File: config.mk
export PLATFORM = sky130hd
export DESIGN_NAME = rsvm_ctrl
export DESIGN_NICKNAME = d
export VERILOG_FILES = /design/src/sv/rsvm_pkg.sv /design/src/sv/rsvm_ctrl.sv
export VERILOG_INCLUDE_DIRS = /design/src /design/src/sv
export SDC_FILE = /design/constraint.sdc
export NUM_CORES = 1
export LEC_CHECK = 0
export CAP_MARGIN = 5
export CORE_AREA = 2 2 39 41
export CTS_BUF_LIST = sky130_fd_sc_hd__clkbuf_4 sky130_fd_sc_hd__clkbuf_8
export CTS_CLUSTER_DIAMETER = 100
export DETAILED_ROUTE_END_ITERATION = 8
export DIE_AREA = 0 0 41 43
export DONT_BUFFER_PORTS = 1
export PLACE_DENSITY = 0.57
export SYNTH_ARGS = -nofsm -noshare
export SYNTH_HDL_FRONTEND = slang
export SYNTH_SLANG_ARGS = --single-unit
File: constraint.sdc
create_clock -name clock -period 2.01 [get_ports clock]
set_clock_uncertainty 0.05 [all_clocks]
set_input_delay 0.1005 -clock clock [delete_from_list [all_inputs] [get_ports clock]]
set_output_delay 0.1005 -clock clock [all_outputs]
set_load 0.03 [all_outputs]
File: src/sv/rhythm_sample_voice_mixer_defines.svh
// Assertion macros shared by the drum voice mixer modules.
`ifndef RHYTHM_SAMPLE_VOICE_MIXER_DEFINES_SVH
`define RHYTHM_SAMPLE_VOICE_MIXER_DEFINES_SVH

// Consequent checked in the same cycle as the antecedent.
`define RSVM_ASSERT_NOW(label, clk, rst, ante, cons, msg) \
   label: assert property (@(posedge clk) disable iff (rst) (ante) |-> (cons)) \
      else $error(msg);

// Consequent checked in the cycle after the antecedent.
`define RSVM_ASSERT_NEXT(label, clk, rst, ante, cons, msg) \
   label: assert property (@(posedge clk) disable iff (rst) (ante) |=> (cons)) \
      else $error(msg);

`endif

File: src/sv/rsvm_pkg.sv
// Shared types, codes and the gain table of the drum voice mixer.
package rsvm_pkg;

   localparam int NVOICES = 6;
   localparam int DRAIN_CYCLES = 3;

   // Beat kinds on the request channel.
   localparam logic [1:0] KIND_REG   = 2'd0;
   localparam logic [1:0] KIND_TICK  = 2'd1;
   localparam logic [1:0] KIND_MEM   = 2'd2;
   localparam logic [1:0] KIND_SETUP = 2'd3;

   // Rhythm register addresses.
   localparam logic [7:0] ADDR_KEY      = 8'h10;
   localparam logic [7:0] ADDR_TOTAL    = 8'h11;
   localparam logic [7:0] ADDR_PAN_BASE = 8'h18;

   localparam int DB_MIN = -31;
   localparam int DB_MAX = 127;
   localparam int GAIN_ENTRIES = 159;

   // 2^(k/8) scaled by 2^32.
   localparam logic [32:0] ROOT8 [8] = '{
      33'd4294967296, 33'd4683695047, 33'd5107605667, 33'd5569883475,
      33'd6074000999, 33'd6623744058, 33'd7223245205, 33'd7877004751
   };

   typedef logic [15:0] gain_rom_type [GAIN_ENTRIES];

   // Gain for attenuation db = index + DB_MIN, already shifted right by four.
   function automatic gain_rom_type gain_rom_init();
      gain_rom_type rom;
      logic [7:0]   t;
      logic [63:0]  x;
      for (int i = 0; i < GAIN_ENTRIES; i++) begin
         t = 8'(128 - DB_MIN - i);
         x = 64'(ROOT8[t[2:0]]) << t[7:3];
         x = x >> 32;
         rom[i] = 16'((x - 64'd1) >> 4);
      end
      return rom;
   endfunction

   localparam gain_rom_type GAIN_ROM = gain_rom_init();

   typedef enum logic [1:0] {
      ST_IDLE,
      ST_ISSUE,
      ST_DRAIN,
      ST_DONE
   } rsvm_state_type;

   // Commands from the controller to the datapath.
   typedef struct packed {
      logic       accept;
      logic       issue;
      logic [2:0] voice;
      logic       out_load;
   } rsvm_cmd_type;

endpackage

File: src/sv/rsvm_ctrl.sv
// Controller that sequences the six voices of an output tick.
`include "rhythm_sample_voice_mixer_defines.svh"

module rsvm_ctrl (
   input  logic                  clock,
   input  logic                  reset,
   input  logic                  req_valid,
   output logic                  req_ready,
   input  logic [1:0]            req_kind,
   output logic                  rsp_valid,
   input  logic                  rsp_ready,
   output rsvm_pkg::rsvm_cmd_type cmd
);

   rsvm_pkg::rsvm_state_type state_ff, state_in;
   logic [2:0] cnt_ff, cnt_in;
   logic       rsp_valid_ff, rsp_valid_in;

   // State, step counter and output valid registers.
   always_ff @(posedge clock) begin
      if (reset) begin
         state_ff     <= rsvm_pkg::ST_IDLE;
         cnt_ff       <= '0;
         rsp_valid_ff <= 1'b0;
      end else begin
         state_ff     <= state_in;
         cnt_ff       <= cnt_in;
         rsp_valid_ff <= rsp_valid_in;
      end
   end

   // Next state and commands.
   always_comb begin
      state_in     = state_ff;
      cnt_in       = cnt_ff;
      rsp_valid_in = rsp_valid_ff && !rsp_ready;
      req_ready    = 1'b0;
      cmd          = '0;
      cmd.voice    = cnt_ff;
      unique case (state_ff)
         rsvm_pkg::ST_IDLE: begin
            req_ready  = 1'b1;
            cmd.accept = req_valid;
            if (req_valid && req_kind == rsvm_pkg::KIND_TICK) begin
               state_in = rsvm_pkg::ST_ISSUE;
               cnt_in   = '0;
            end
         end
         rsvm_pkg::ST_ISSUE: begin
            cmd.issue = 1'b1;
            if (cnt_ff == 3'(rsvm_pkg::NVOICES - 1)) begin
               state_in = rsvm_pkg::ST_DRAIN;
               cnt_in   = '0;
            end else begin
               cnt_in = cnt_ff + 3'd1;
            end
         end
         rsvm_pkg::ST_DRAIN: begin
            if (cnt_ff == 3'(rsvm_pkg::DRAIN_CYCLES - 1)) begin
               state_in = rsvm_pkg::ST_DONE;
               cnt_in   = '0;
            end else begin
               cnt_in = cnt_ff + 3'd1;
            end
         end
         rsvm_pkg::ST_DONE: begin
            if (!rsp_valid_ff || rsp_ready) begin
               cmd.out_load = 1'b1;
               rsp_valid_in = 1'b1;
               state_in     = rsvm_pkg::ST_IDLE;
            end
         end
         default: begin
            state_in = rsvm_pkg::ST_IDLE;
         end
      endcase
   end

   assign rsp_valid = rsp_valid_ff;

   `RSVM_ASSERT_NEXT(a_tick_starts_issue, clock, reset, (req_valid && req_ready && req_kind == rsvm_pkg::KIND_TICK), (state_ff == rsvm_pkg::ST_ISSUE && cnt_ff == 3'd0), "tick beat did not start voice issue")
   `RSVM_ASSERT_NEXT(a_last_voice_drains, clock, reset, (state_ff == rsvm_pkg::ST_ISSUE && cnt_ff == 3'(rsvm_pkg::NVOICES - 1)), (state_ff == rsvm_pkg::ST_DRAIN), "issue did not stop after the last voice")
   `RSVM_ASSERT_NOW(a_load_when_free, clock, reset, cmd.out_load, (!rsp_valid_ff || rsp_ready), "result loaded over an untaken result")
   `RSVM_ASSERT_NOW(a_no_issue_on_accept, clock, reset, cmd.issue, (!cmd.accept && cmd.voice < 3'(rsvm_pkg::NVOICES)), "voice issue overlaps a request beat")

endmodule

==> out/results.ini <==
[outcome]
status = completed

[final_layout]
fillers = 144
nets = 65
syn_to_final_growth_pct = 14.7
drive_gt1_frac = 0.283
n_antenna_cell = 0

[clocking]
postCtsSetupRepairBufs = 0
cts-buffers-inserted = 3
cts.repair.resized = 0
cts_root_buf = clkbuf_4
clk_pin_slew_ps = 40
cts_max_level = 1
clk_latency_ps = 240
cts_num_sinks = 6
tritoncts = done
cts_buffer_depth = 2

[setup_path]
criticalPathCategory = reg -> reg
crit_path_end_kind = register
cp_max_fo = 3
crit_path_top_delay_cell = or3b_1
crit_chain = inv_1 > ha_1 > buf_4 > a21oi_1 > or3b_1 > a311oi_1
slowest_delay_ps = 360
worst_ep_required_time_ps = 2110
cp.arrival_ps = 1800
path_delay_family = simple AND/OR/NAND/NOR gates
start_kind = register
cp.buffers_inverters = 2

[die]
die_h_um = 43
start_util = 0.333
die_area_um2 = 1760
dieWidth_um = 41
fp-row-count = 14
core_um2 = 1380
io_pins = 14

[grt]
grt_antenna_before_repair = 0
grt_pass1_vias = 362
grt_usage = 0.129
grt_max_degree = 9
grt_pass1_wl_um = 1460
overflow = 0

[power]
p_sw_uw = 256
switching_share = 0.426
combPwrFrac = 0.559
vdd_drop_max_v = 0.000278
p_int_uw = 345
p_seq_frac = 0.263
leakage_nw = 0.190
clock_power_share = 0.178
power_uw = 601
power_density_nw_per_um2 = 1140

[place]
gp_congestion = 0.714
dp_hpwl_um = 726
numPortBuffers = 0

[synth]
ys_ff_latch = 6
yosysUniqueCellTypes = 27
synth_ff_type = dfxtp_1
synth-edff-count = 0
synth_area_per_cell_um2 = 9.80
netlist_area_um2 = 460
synth.net_count = 57
async_flop_share = 0
postSynthCellCount = 47
yosysSeqAreaShare = 0.261
ys_warn_count = 0

[sta]
relSlewSlack = 0.624
fin_crit_sh = 0.846
clock.fmax_mhz = 588
fin_crit_ps = 1700
rsz0062_at_grt = false
tns_ps = 0
setup_viol = 0
worst_pin_slew_ps = 563
hold_viol_final = 0
slew_violations = 0

[min_path]
hold_class = in -> reg

[route]
post_drt_wl_per_cell_um = 13.0
drt_pass1_iterations = 1
drc = 0
drtIter0Drc = 0
via_count = 382
via_per_inst = 5.54
finalWirelength_um = 900
antenna_left = 0

[run]
drv_cap = 0

## cell families (layout without fill, tap and decap cells)
group,count (synthesis),after routing,share of synthesized area
buffers and inverters,2,8,0.0163
flip-flops,6,6,0.261
adder cells (fa/ha/maj),4,4,0.109
AND/OR/NAND/NOR,21,21,0.399
AO/OA/AOI/OAI,14,14,0.215
## final cells by class
cell class | instances | area, um^2 | area share
sequential | 6 | 120 | 0.227
tap | 16 | 20.0 | 0.0379
multi-input combinational | 39 | 333 | 0.630
inverter | 2 | 7.51 | 0.0142
clock buffer | 3 | 22.5 | 0.0427
timing repair buffer | 3 | 25.0 | 0.0474
## per-stage QoR
stage	hold slack [ps]	setup slack [ps]	instance area (um^2)	cells	utilization
after global placement	121	302	495	65	0.358
after global routing	32.2	151	528	69	0.382
after CTS	21.2	303	528	69	0.382
final	22.4	309	528	69	0.382
after detailed placement	120	315	495	65	0.358
after floorplan	115	287	460	47	-
## state kept, by name (all words and copies together), names as in the netlist
register,cells
cnt_ff,3
rsp_valid,1
state_ff,2
## cells in the mapped netlist, types with 2 or more instances
cell,instances,area share
ha_1,4,0.11
nand2_1,3,0.024
nor4b_2,2,0.065
nor2_1,3,0.024
nor2b_1,2,0.027
dfxtp_1,6,0.26
a21oi_1,6,0.065
inv_1,2,0.016
## metal layers
metal	part of all wire	routed length, um	global-route usage	vias up
met1	0.42	378	0.125	176
met2	0.52	464	0.216	12
met3	0.038	34	0.0157	4
li1	-	-	-	190
met5	0	0	0	-
met4	0.026	23	0.120	0
## cell usage in the layout (no fill, tap or decap), drive strengths merged, types with 2 or more instances in the layout
master	Yosys	final
a21oi	6	6
dfxtp	6	6
ha	4	4
nor2	4	4
nand2	3	3
clkbuf	0	3
and2	3	3
inv	2	2
nor2b	2	2
nor4b	2	2
buf	0	2
## worst paths after layout
check	startpoint	end	slack, ps	cells past startpoint
min reg2reg	state_ff[1]	state_ff[1]	510	2
max	state_ff[1]	cnt_ff[1]	310	6
min	rsp_ready	rsp_valid	20	3
max reg2reg	state_ff[1]	cnt_ff[1]	310	6
## power groups by stage
stage / combinational [mW] / sequential (mW) / clock (mW)
2_1_floorplan: 0.277 / 0.156 / 0
3_3_place_gp: 0.334 / 0.160 / 0
3_5_place_dp: 0.334 / 0.161 / 0
4_1_cts: 0.340 / 0.159 / 0.113
5_1_grt: 0.372 / 0.161 / 0.122
6_report: 0.336 / 0.158 / 0.107
## worst register-to-register path, delay by kind of cell, from the launching register on
family	cells	cell delay (ps)
buf+inv	2	320
compound gates	2	310
flops	1	320
fa+ha+maj	1	250
simple gates	1	360
## what timing repair did
| action | 4_1_cts | 5_1_grt |
|---|---|---|
| hold buffers | 1 | 0 |
| setup endpoints to repair | 0 | 0 |
| endpoints found under the hold margin | 6 | 0 |
(Power assumes the default switching activity.)
